### src/rtl/ring_log_offset_locator_defines.svh
// Assertion macros for the ring log offset locator.
// Included by the top level; no other dependencies.
`ifndef RING_LOG_OFFSET_LOCATOR_DEFINES_SVH
`define RING_LOG_OFFSET_LOCATOR_DEFINES_SVH
`ifndef SYNTHESIS
`define RLOL_ASSERT(lbl, clk, rstn, prop, msg) \
    lbl: assert property (@(posedge clk) disable iff (!rstn) prop) else $error(msg);
`define RLOL_NEVER(lbl, clk, rstn, cond, msg) \
    lbl: assert property (@(posedge clk) disable iff (!rstn) !(cond)) else $error(msg);
`else
`define RLOL_ASSERT(lbl, clk, rstn, prop, msg)
`define RLOL_NEVER(lbl, clk, rstn, cond, msg)
`endif
`endif

### src/rtl/rlol_pkg.sv
// Shared types and constants for the ring log offset locator.
// No dependencies.
`default_nettype none
package rlol_pkg;
    localparam int DEPTH_DEF       = 16;
    localparam int LENGTH_BITS_DEF = 16;
    localparam int HANDLE_BITS     = 32;
    localparam int IN_LEN_BITS     = 16;
    localparam int OFFSET_BITS     = 20;
    localparam int SLOT_OUT_BITS   = 4;
    localparam int OFS_OUT_BITS    = 16;

    localparam logic KIND_ADD  = 1'b0;
    localparam logic KIND_FIND = 1'b1;

    typedef struct packed {
        logic                   kind;
        logic [HANDLE_BITS-1:0] record_handle;
        logic [IN_LEN_BITS-1:0] record_length;
        logic [OFFSET_BITS-1:0] byte_offset;
    } cmd_t;

    typedef struct packed {
        logic                     found;
        logic [SLOT_OUT_BITS-1:0] slot;
        logic [HANDLE_BITS-1:0]   found_handle;
        logic [OFS_OUT_BITS-1:0]  offset_in_record;
        logic                     overwrote_oldest;
    } result_t;

    typedef struct packed {
        logic load;
        logic shift;
    } chain_ctl_t;

    typedef enum logic {
        ST_IDLE,
        ST_WALK
    } state_t;
endpackage
`default_nettype wire

### src/rtl/rlol_cell.sv
// One record cell of the chain: handle, length and ring slot tag.
// Depends on rlol_pkg.
`default_nettype none
module rlol_cell #(
    parameter int LENGTH_BITS = rlol_pkg::LENGTH_BITS_DEF,
    parameter int SLOT_BITS   = $clog2(rlol_pkg::DEPTH_DEF)
) (
    input  wire                              clk,
    input  wire rlol_pkg::chain_ctl_t        ctl,
    input  wire                              sel,
    input  wire [rlol_pkg::HANDLE_BITS-1:0]  new_handle,
    input  wire [LENGTH_BITS-1:0]            new_len,
    input  wire [SLOT_BITS-1:0]              new_tag,
    input  wire [rlol_pkg::HANDLE_BITS-1:0]  nbr_handle,
    input  wire [LENGTH_BITS-1:0]            nbr_len,
    input  wire [SLOT_BITS-1:0]              nbr_tag,
    output logic [rlol_pkg::HANDLE_BITS-1:0] handle,
    output logic [LENGTH_BITS-1:0]           len,
    output logic [SLOT_BITS-1:0]             tag
);
    logic [rlol_pkg::HANDLE_BITS-1:0] handle_reg, handle_next;
    logic [LENGTH_BITS-1:0]           len_reg, len_next;
    logic [SLOT_BITS-1:0]             tag_reg, tag_next;

    always_comb
    begin
        handle_next = handle_reg;
        len_next    = len_reg;
        tag_next    = tag_reg;
        if (ctl.load && sel)
        begin
            handle_next = new_handle;
            len_next    = new_len;
            tag_next    = new_tag;
        end
        else if (ctl.shift)
        begin
            handle_next = nbr_handle;
            len_next    = nbr_len;
            tag_next    = nbr_tag;
        end
    end

    always_ff @(posedge clk)
    begin
        handle_reg <= handle_next;
        len_reg    <= len_next;
        tag_reg    <= tag_next;
    end

    assign handle = handle_reg;
    assign len    = len_reg;
    assign tag    = tag_reg;
endmodule
`default_nettype wire

### src/rtl/rlol_ctrl.sv
// Command sequencer: record count, write slot, walk over the chain head.
// Depends on rlol_pkg.
`default_nettype none
module rlol_ctrl #(
    parameter int DEPTH       = rlol_pkg::DEPTH_DEF,
    parameter int LENGTH_BITS = rlol_pkg::LENGTH_BITS_DEF,
    parameter int SLOT_BITS   = $clog2(DEPTH)
) (
    input  wire                              clk,
    input  wire                              rst_n,
    input  wire                              start,
    input  wire rlol_pkg::cmd_t              cmd,
    input  wire [rlol_pkg::HANDLE_BITS-1:0]  head_handle,
    input  wire [LENGTH_BITS-1:0]            head_len,
    input  wire [SLOT_BITS-1:0]              head_tag,
    output rlol_pkg::chain_ctl_t             ctl,
    output logic [SLOT_BITS-1:0]             load_pos,
    output logic [LENGTH_BITS-1:0]           new_len,
    output logic [SLOT_BITS-1:0]             new_tag,
    output logic                             busy,
    output logic                             done,
    output rlol_pkg::result_t                result
);
    localparam int CNT_W = $clog2(DEPTH + 1);
    localparam int CW    = (LENGTH_BITS > rlol_pkg::OFFSET_BITS) ?
                           LENGTH_BITS : rlol_pkg::OFFSET_BITS;

    rlol_pkg::state_t  state_reg, state_next;
    logic [CNT_W-1:0]  count_reg, count_next;
    logic [SLOT_BITS-1:0] wslot_reg, wslot_next;
    logic [SLOT_BITS-1:0] walk_reg, walk_next;
    logic              matched_reg, matched_next;
    logic              done_reg, done_next;
    logic [rlol_pkg::OFFSET_BITS-1:0] rem_reg, rem_next;
    rlol_pkg::result_t res_reg, res_next;

    logic                  full;
    logic [CW-1:0]         rem_x, len_x, diff_x;
    logic [SLOT_BITS+rlol_pkg::SLOT_OUT_BITS-1:0] wslot_ext, tag_ext;
    logic [LENGTH_BITS+rlol_pkg::IN_LEN_BITS-1:0] len_ext;

    assign full      = (count_reg == CNT_W'(DEPTH));
    assign rem_x     = CW'(rem_reg);
    assign len_x     = CW'(head_len);
    assign diff_x    = rem_x - len_x;
    assign wslot_ext = {{rlol_pkg::SLOT_OUT_BITS{1'b0}}, wslot_reg};
    assign tag_ext   = {{rlol_pkg::SLOT_OUT_BITS{1'b0}}, head_tag};
    assign len_ext   = {{LENGTH_BITS{1'b0}}, cmd.record_length};
    assign new_len   = len_ext[LENGTH_BITS-1:0];
    assign new_tag   = wslot_reg;
    assign load_pos  = full ? SLOT_BITS'(DEPTH - 1) : count_reg[SLOT_BITS-1:0];

    always_comb
    begin
        state_next   = state_reg;
        count_next   = count_reg;
        wslot_next   = wslot_reg;
        walk_next    = walk_reg;
        matched_next = matched_reg;
        done_next    = 1'b0;
        rem_next     = rem_reg;
        res_next     = res_reg;
        ctl          = '0;
        case (state_reg)
            rlol_pkg::ST_IDLE:
            begin
                if (start)
                begin
                    res_next = '0;
                    if (cmd.kind == rlol_pkg::KIND_ADD)
                    begin
                        ctl.load  = 1'b1;
                        ctl.shift = full;
                        if (!full)
                            count_next = count_reg + 1'b1;
                        wslot_next = (wslot_reg == SLOT_BITS'(DEPTH - 1)) ?
                                     '0 : wslot_reg + 1'b1;
                        res_next.slot             = wslot_ext[rlol_pkg::SLOT_OUT_BITS-1:0];
                        res_next.overwrote_oldest = full;
                        done_next = 1'b1;
                    end
                    else
                    begin
                        rem_next     = cmd.byte_offset;
                        walk_next    = '0;
                        matched_next = 1'b0;
                        state_next   = rlol_pkg::ST_WALK;
                    end
                end
            end
            rlol_pkg::ST_WALK:
            begin
                ctl.shift = 1'b1;
                if (!matched_reg && (CNT_W'(walk_reg) < count_reg))
                begin
                    if (rem_x < len_x)
                    begin
                        matched_next              = 1'b1;
                        res_next.found            = 1'b1;
                        res_next.slot             = tag_ext[rlol_pkg::SLOT_OUT_BITS-1:0];
                        res_next.found_handle     = head_handle;
                        res_next.offset_in_record = rem_reg[rlol_pkg::OFS_OUT_BITS-1:0];
                    end
                    else
                        rem_next = diff_x[rlol_pkg::OFFSET_BITS-1:0];
                end
                walk_next = walk_reg + 1'b1;
                if (walk_reg == SLOT_BITS'(DEPTH - 1))
                begin
                    state_next = rlol_pkg::ST_IDLE;
                    done_next  = 1'b1;
                end
            end
            default:
                state_next = rlol_pkg::ST_IDLE;
        endcase
    end

    always_ff @(posedge clk or negedge rst_n)
    begin
        if (!rst_n)
        begin
            state_reg   <= rlol_pkg::ST_IDLE;
            count_reg   <= '0;
            wslot_reg   <= '0;
            walk_reg    <= '0;
            matched_reg <= 1'b0;
            done_reg    <= 1'b0;
        end
        else
        begin
            state_reg   <= state_next;
            count_reg   <= count_next;
            wslot_reg   <= wslot_next;
            walk_reg    <= walk_next;
            matched_reg <= matched_next;
            done_reg    <= done_next;
        end
    end

    always_ff @(posedge clk)
    begin
        rem_reg <= rem_next;
        res_reg <= res_next;
    end

    assign busy   = (state_reg == rlol_pkg::ST_WALK);
    assign done   = done_reg;
    assign result = res_reg;
endmodule
`default_nettype wire

### src/rtl/ring_log_offset_locator.sv
// Add: result in the cycle after start; another item may start the cycle after.
// Find: busy while the record chain rotates once past the head cell; result
// strobes on done in the cycle after the last step.
// Records are kept oldest first along the chain; the rotation restores them.
// rst_n clears count, slots and sequencer at once; record contents are not reset.
// The result is held until the next command starts.
`default_nettype none
`include "ring_log_offset_locator_defines.svh"
module ring_log_offset_locator #(
    parameter int DEPTH       = rlol_pkg::DEPTH_DEF,
    parameter int LENGTH_BITS = rlol_pkg::LENGTH_BITS_DEF
) (
    input  wire               clk,
    input  wire               rst_n,
    input  wire               start,
    output logic              busy,
    input  wire rlol_pkg::cmd_t cmd,
    output logic              done,
    output rlol_pkg::result_t result
);
    localparam int SLOT_BITS = $clog2(DEPTH);

    rlol_pkg::chain_ctl_t           ctl;
    logic [SLOT_BITS-1:0]           load_pos;
    logic [LENGTH_BITS-1:0]         new_len;
    logic [SLOT_BITS-1:0]           new_tag;
    logic [rlol_pkg::HANDLE_BITS-1:0] c_handle [DEPTH];
    logic [LENGTH_BITS-1:0]           c_len    [DEPTH];
    logic [SLOT_BITS-1:0]             c_tag    [DEPTH];
    logic                             take_add;
    logic                             take_find;
    logic                             miss_clear;

    rlol_ctrl #(
        .DEPTH       (DEPTH),
        .LENGTH_BITS (LENGTH_BITS),
        .SLOT_BITS   (SLOT_BITS)
    ) u_ctrl (
        .clk         (clk),
        .rst_n       (rst_n),
        .start       (start),
        .cmd         (cmd),
        .head_handle (c_handle[0]),
        .head_len    (c_len[0]),
        .head_tag    (c_tag[0]),
        .ctl         (ctl),
        .load_pos    (load_pos),
        .new_len     (new_len),
        .new_tag     (new_tag),
        .busy        (busy),
        .done        (done),
        .result      (result)
    );

    for (genvar i = 0; i < DEPTH; i++)
    begin : g_cell
        rlol_cell #(
            .LENGTH_BITS (LENGTH_BITS),
            .SLOT_BITS   (SLOT_BITS)
        ) u_cell (
            .clk        (clk),
            .ctl        (ctl),
            .sel        (load_pos == SLOT_BITS'(i)),
            .new_handle (cmd.record_handle),
            .new_len    (new_len),
            .new_tag    (new_tag),
            .nbr_handle (c_handle[(i + 1) % DEPTH]),
            .nbr_len    (c_len[(i + 1) % DEPTH]),
            .nbr_tag    (c_tag[(i + 1) % DEPTH]),
            .handle     (c_handle[i]),
            .len        (c_len[i]),
            .tag        (c_tag[i])
        );
    end

    assign take_add   = start && !busy && (cmd.kind == rlol_pkg::KIND_ADD);
    assign take_find  = start && !busy && (cmd.kind == rlol_pkg::KIND_FIND);
    assign miss_clear = (result.found_handle == '0) && (result.offset_in_record == '0);

    `RLOL_NEVER(a_done_busy, clk, rst_n, done && busy, "result beat while walking")
    `RLOL_ASSERT(a_find_walk, clk, rst_n, take_find |=> busy, "find did not start walk")
    `RLOL_ASSERT(a_add_done, clk, rst_n, take_add |=> (done && !result.found), "add result missing")
    `RLOL_ASSERT(a_miss_zero, clk, rst_n, (done && !result.found) |-> miss_clear, "miss not cleared")
endmodule
`default_nettype wire
### config.mk
export PLATFORM = sky130hd
export DESIGN_NAME = ring_log_offset_locator
export DESIGN_NICKNAME = d
export VERILOG_FILES = /design/src/rtl/rlol_pkg.sv /design/src/rtl/rlol_cell.sv /design/src/rtl/rlol_ctrl.sv /design/src/rtl/ring_log_offset_locator.sv
export VERILOG_INCLUDE_DIRS = /design/src /design/src/rtl
export SDC_FILE = /design/constraint.sdc
export NUM_CORES = 1
export LEC_CHECK = 0
export ABC_AREA = 1
export CAP_MARGIN = 20
export CELL_PAD_IN_SITES_DETAIL_PLACEMENT = 0
export CELL_PAD_IN_SITES_GLOBAL_PLACEMENT = 1
export CORE_MARGIN = 3
export CORE_UTILIZATION = 50
export DETAILED_ROUTE_END_ITERATION = 12
export DONT_BUFFER_PORTS = 1
export PLACE_DENSITY_LB_ADDON = 0.05
export REMOVE_ABC_BUFFERS = 1
export SYNTH_ARGS = -nofsm -noshare
export SYNTH_HDL_FRONTEND = slang
export SYNTH_SLANG_ARGS = --single-unit
### constraint.sdc
create_clock -name clk -period 7.1 [get_ports clk]
set_clock_uncertainty 0.15 [all_clocks]
set_input_delay 0.71 -clock clk [delete_from_list [all_inputs] [get_ports clk]]
set_output_delay 0.71 -clock clk [all_outputs]
set_load 0.02 [all_outputs]
==> impl_metrics.env, run 1 <==
export IMPL_status="finished, final reports clean"
export IMPL_hold_class="in -> reg"
export IMPL_numClockSinks=922
export IMPL_io_pins=128
export IMPL_drv_slew=0
export IMPL_synthCells=3393
export IMPL_root_buffer="clkbuf_16"
export IMPL_synthAdderAreaFrac_pct=0.859
export IMPL_area_growth_pct=9.81
export IMPL_power_frac_clock_pct=24.1
export IMPL_antenna_found_initial=0
export IMPL_dpl_cell_count=4201
export IMPL_crit_required_ns=7.22
export IMPL_yosysWarnings=0
export IMPL_endpoint_kind="flip-flop"
export IMPL_clock_latency_ns=0.65
export IMPL_crit_path_top_delay_cell="nand2_4"
export IMPL_hpwl_um=52700
export IMPL_yosys_most_used_dff="edfxtp_1"
export IMPL_arrival_ns=4.28
export IMPL_synthXorXnorAreaFrac_pct=0.271
export IMPL_synth_top_area_cell="edfxtp_1"
export IMPL_drt_wirelength_per_cell_um=21.9
export IMPL_synth_area_leaders="edfxtp_1 70%, o21ai_0 10%, nand2_1 9.9%, inv_1 1.6%, clkbuf_1 1.4%"
export IMPL_p_sw_uw=6650
export IMPL_synth_top_area_share_pct=70.2
export IMPL_antennaDiodeCount=0
export IMPL_rows=101
export IMPL_dieArea_um2=80900
export IMPL_viasPerCell=5.63
export IMPL_start_util_pct=50.8
export IMPL_wl_um=96000
export IMPL_power_total_uw=21300
export IMPL_synth_top_family_by_area="compound AO/OA/AOI/OAI gates"
export IMPL_final_common_cell="nand2_1"
export IMPL_hp_start="cmd[1]"
export IMPL_fin_nets=3374
export IMPL_final_cell_mix="1009 x nand2_1, 906 x edfxtp_1, 813 x o21ai_0"
export IMPL_fin_cells=4386
export IMPL_cp_slowest_stage_delay_ns=0.65
export IMPL_cts_resized=0
export IMPL_ir_drop_v=0.000283
export IMPL_crit_fanout=55
export IMPL_clockBufferDepth=3
export IMPL_min_period_ns=4.16
export IMPL_drt_pass1_iterations=6
export IMPL_final_antenna_net_count=0
export IMPL_cp_start_kind="flip-flop"
export IMPL_drc_errors=0
export IMPL_crit_start="u_ctrl.busy"
export IMPL_power_density_nw_per_um2=502
export IMPL_rsz0062_at_grt="no"
export IMPL_synth_simple_area_share_pct=11.3
export IMPL_cts_tree="built"
export IMPL_cts_made_buffers=97
export IMPL_largest_reg_flops=512
export IMPL_hold_violations=0
export IMPL_gr_total_overflow=0
export IMPL_syn_area_per_cell_um2=11.4
export IMPL_fp_dieW_um=284
export IMPL_die_y_um=284
export IMPL_portBuffers=0
export IMPL_grt_pass1_wl_um=148000
export IMPL_synthMuxAreaShare_pct=0
export IMPL_setup_viol=0
export IMPL_ys_ff_latch=922
export IMPL_critical_path_class="reg -> reg"
export IMPL_synth_area_um2=38800
export IMPL_p_leak_uw=0.0175
export IMPL_clock_fmax_ghz=0.240
export IMPL_reg2reg_from="u_ctrl.busy"
export IMPL_async_flop_share_pct=1.74
export IMPL_clk_pin_slew_worst_paths_ns=0.06
export IMPL_period_share_pct=58.6
export IMPL_place_gp_congestion=0.820
export IMPL_max_cap_violations=0
export IMPL_route_vias_total=24711
export IMPL_yosysSeqAreaShare_pct=71.2
export IMPL_drive_gt1_share_pct=6.56
export IMPL_tightestPinTransition_ns=1.09
export IMPL_p_seq_share_pct=52.3
export IMPL_swShare_pct=31.2
export IMPL_grt_pass1_vias=23906
export IMPL_grt_usage_pct=23.7
export IMPL_nFillCells=6573
export IMPL_p_comb_share_pct=23.6
export IMPL_grt_start_max_net_pins=106
export IMPL_relSlewSlack_pct=27.1
export IMPL_rrSetupSlack_ns=2.94
export IMPL_synth_cell_types=37
export IMPL_fin_tns_setup_ns=0
export IMPL_drt_iter0_markers=2345
export IMPL_intPower_uw=14700
export IMPL_htreeDepth=3
export IMPL_worstPathCellList="nor2_2, inv_2, nor2_4, nand2_1, nor2_1, clkinv_2, buf_4, nand2_4"
export IMPL_synth_edff_count=906
export IMPL_core_area_um2=76300
export IMPL_synth_compound_area_share_pct=11.6
## power by group through the flow
stage | combinational, µW | sequential (µW) | clock [µW]
2_1_floorplan | 3420 | 10900 | 0
3_3_place_gp | 4890 | 11200 | 0
3_5_place_dp | 5020 | 11200 | 0
4_1_cts | 5060 | 11200 | 5260
5_1_grt | 5820 | 11400 | 5490
6_report | 5030 | 11200 | 5150
## cell type report
class	instances	area, µm²	area share, %
sequential	922	27600	64.9
tap	1030	1290	3.03
timing repair buffer	26	310	0.729
clock inverter	64	683	1.60
clock buffer	115	2520	5.91
inverter	174	666	1.56
multi-input combinational	2055	9490	22.3
## routing by layer
layer | up-vias | wire length, µm | part of all wire [%] | global-route usage [%]
li1 | 11559 | - | - | -
met1 | 12219 | 45200 | 47 | 35.4
met2 | 821 | 42400 | 44 | 36.0
met3 | 112 | 6630 | 6.9 | 4.55
met4 | 0 | 1760 | 1.8 | 5.94
met5 | - | 0 | 0 | 0
## per-stage QoR
stage          util [%]  setup WS [ns]  hold WS [ns]  area, µm²
4_1_cts            55.6           2.96        0.0760      42400
2_1_floorplan         -           1.09         0.264      37600
3_3_place_gp       51.4           2.95         0.265      39200
6_report           55.8           2.94         0.116      42600
5_1_grt            55.8           2.67         0.100      42600
3_5_place_dp       51.4           2.95         0.265      39200
## critical path: cells and delay by family, from the launching register on
family,cells,cell delay (ns)
buf+inv,3,1.19
simple gates,5,1.56
flops,1,0.64
## kinds of logic after synthesis
group,count (synthesis)
AO/OA/AOI/OAI,888
XOR/XNOR,12
adder cells (fa/ha/maj),26
buffers and inverters,416
AND/OR/NAND/NOR,1129
flip-flops,922
## final timing paths
check | to | cells after the start
max | g_cell[9].u_cell.len[13] | 8
max in group asynchronous | u_ctrl.busy | 1
min | u_ctrl.rem_reg[1] | 2
min in group asynchronous | u_ctrl.new_tag[0] | 1
min reg2reg | u_ctrl.matched_reg | 2
max reg2reg | g_cell[9].u_cell.len[13] | 8
## Yosys cell counts, types with 16 or more instances
cell / n
nand2_1: 1025
edfxtp_1: 906
o21ai_0: 813
inv_1: 161
clkbuf_1: 147
buf_2: 59
o21ai_1: 45
nand3_1: 40
nor2_1: 35
ha_1: 25
a21oi_1: 21
buf_6: 21
dfrtp_1: 16
## repair_timing
item,CTS,global route
hold buffers,1,0
endpoints found under the hold margin,16,0
buffers inserted,0,0
Power figures use the tool's default switching activity.
==> run 2, diff against run 1 <==
--- a/config.mk
+++ b/config.mk
@@ -11,7 +11,7 @@
 export CELL_PAD_IN_SITES_DETAIL_PLACEMENT = 0
 export CELL_PAD_IN_SITES_GLOBAL_PLACEMENT = 1
 export CORE_MARGIN = 3
-export CORE_UTILIZATION = 50
+export CORE_UTILIZATION = 47
 export DETAILED_ROUTE_END_ITERATION = 12
 export DONT_BUFFER_PORTS = 1
 export PLACE_DENSITY_LB_ADDON = 0.05
==> constraint.sdc (replaced) <==
create_clock -name clk -period 3.46 [get_ports clk]
set_clock_uncertainty 0.15 [all_clocks]
set_input_delay 0.346 -clock clk [delete_from_list [all_inputs] [get_ports clk]]
set_output_delay 0.346 -clock clk [all_outputs]
set_load 0.02 [all_outputs]
==> run 2 against run 1 <==
Wire length up 1.7%. Critical path type unchanged. Setup slack worse by 2.6 ns. Sequential share of layout area fell by 1.1 points. Cell count increased by 2.5%. Non-clock buffer count up 70.
==> impl_metrics.env, run 2 (same netlist as run 1, synthesis figures left out) <==
export IMPL_viasPerCell=5.57
export IMPL_place_gp_congestion=0.803
export IMPL_postCtsSetupRepairBufs=0
export IMPL_clockBufferDepth=3
export IMPL_htreeDepth=3
export IMPL_dieArea_um2=86000
export IMPL_final_cell_mix="1009 x nand2_1, 906 x edfxtp_1, 813 x o21ai_0"
export IMPL_antennaDiodeCount=0
export IMPL_drc_errors=0
export IMPL_status="finished, final reports clean"
export IMPL_hold_class="in -> reg"
export IMPL_cts_resized=0
export IMPL_drv_slew=0
export IMPL_holdBufCountCts=24
export IMPL_root_buffer="clkbuf_16"
export IMPL_drt_pass1_iterations=6
export IMPL_hold_violations=0
export IMPL_fin_cells=4496
export IMPL_drt_wirelength_per_cell_um=21.7
export IMPL_intPower_uw=30200
export IMPL_power_total_uw=44100
export IMPL_power_frac_clock_pct=23.4
export IMPL_reg2reg_from="u_ctrl.busy"
export IMPL_gr_total_overflow=0
export IMPL_crit_required_ns=3.69
export IMPL_largest_reg_flops=512
export IMPL_p_leak_uw=0.0178
export IMPL_p_sw_uw=13900
export IMPL_route_vias_total=25034
export IMPL_grt_pass1_vias=24534
export IMPL_routed_top_layer="met4"
export IMPL_die_y_um=293
export IMPL_period_share_pct=88.7
export IMPL_setup_viol=0
export IMPL_rows=104
export IMPL_grt_start_max_net_pins=105
export IMPL_hp_start="cmd[41]"
export IMPL_final_common_cell="nand2_1"
export IMPL_ir_drop_v=0.000456
export IMPL_worst_r2r_path_depth=8
export IMPL_portBuffers=0
export IMPL_rsz0062_at_grt="no"
export IMPL_final_antenna_net_count=0
export IMPL_critical_path_class="reg -> reg"
export IMPL_core_area_um2=81100
export IMPL_max_cap_violations=0
export IMPL_hpwl_um=59000
export IMPL_fin_nets=3448
export IMPL_cp_start_kind="flip-flop"
export IMPL_clk_pin_slew_worst_paths_ns=0.06
export IMPL_crit_start="u_ctrl.busy"
export IMPL_start_util_pct=47.8
export IMPL_cts_made_buffers=101
export IMPL_endpoint_kind="flip-flop"
export IMPL_wl_um=97700
export IMPL_m1WireLength_um=45700
export IMPL_fp_dieW_um=293
export IMPL_holdPathStages=2
export IMPL_met3_length_um=6060
export IMPL_arrival_ns=3.30
export IMPL_dpl_cell_count=4283
export IMPL_clock_fmax_ghz=0.326
export IMPL_route_met2_wl_um=44300
export IMPL_drt_iter0_markers=2172
export IMPL_swShare_pct=31.4
export IMPL_grt_usage_pct=22.7
export IMPL_p_seq_share_pct=51.9
export IMPL_antenna_found_initial=0
export IMPL_numClockSinks=922
export IMPL_area_growth_pct=11.8
export IMPL_crit_fanout=66
export IMPL_cts_tree="built"
export IMPL_min_period_ns=3.07
export IMPL_tightestPinTransition_ns=0.795
export IMPL_io_pins=128
export IMPL_p_comb_share_pct=24.8
export IMPL_relSlewSlack_pct=46.8
export IMPL_grt_pass1_wl_um=150000
export IMPL_drive_gt1_share_pct=7.60
export IMPL_clock_latency_ns=0.65
export IMPL_power_density_nw_per_um2=1020
run 2: cell count changes in the layout (fill, tap and decap cells not counted), sizes merged:
cell,before,now
buf,25,72
dlygate4sd3,1,24
inv,166,165
clkinvlp,4,5
clkinv,55,63
clkbuf,115,125
bufinv,13,5
run 2: final timing paths:
kind,end,slack (ns)
max reg2reg,g_cell[7].u_cell.len[7],0.39
min reg2reg,u_ctrl.matched_reg,0.36
max in group asynchronous,u_ctrl.busy,2.49
max,g_cell[7].u_cell.len[7],0.39
min in group asynchronous,u_ctrl.new_tag[0],0.09
min,g_cell[3].u_cell.handle[5],0.04
run 2: metal layers:
layer,GRT usage (%),up-vias
met5,0,-
met4,5.44,0
met3,3.35,117
met2,35.6,824
met1,33.7,12371
li1,-,11722
run 2: area by class of cell:
cell class | count | area [µm²]
clock buffer | 125 | 2700
clock inverter | 64 | 454
fill | 7073 | 37800
inverter | 174 | 666
multi-input combinational | 2055 | 9490
sequential | 922 | 27600
tap | 1060 | 1330
timing repair buffer | 96 | 1070
run 2: power by group through the flow:
stage	Combinational, µW	Clock (µW)	Sequential (µW)
after global placement	10600	0	23000
after CTS	11000	10500	22900
after floorplan	7030	0	22400
after global routing	12500	11000	23400
after detailed placement	10900	0	23000
final	10900	10300	22900
run 2: through the flow:
step	instance area, µm²	utilization (%)	hold slack (ns)	worst slack [ns]	setup TNS, ns
global route	43300	53.4	0.0553	0.301	0
finish	43300	53.4	0.0377	0.390	0
detailed placement	39900	49.2	-0.0990	0.524	0
floorplan	37600	-	-0.0996	-2.55	-1439.32
CTS	43300	53.4	0.00476	0.466	0
global placement	39900	49.2	-0.0988	0.200	0
run 2: critical path, stage by stage (launching register included):
cell and delay (ns):
dfrtp_4 0.48, nor2_2 0.18, inv_2 0.07, nor2_4 0.32, inv_2 0.23, a21oi_4 0.32
nand2_4 0.14, buf_4 0.35, o21ai_0 0.52
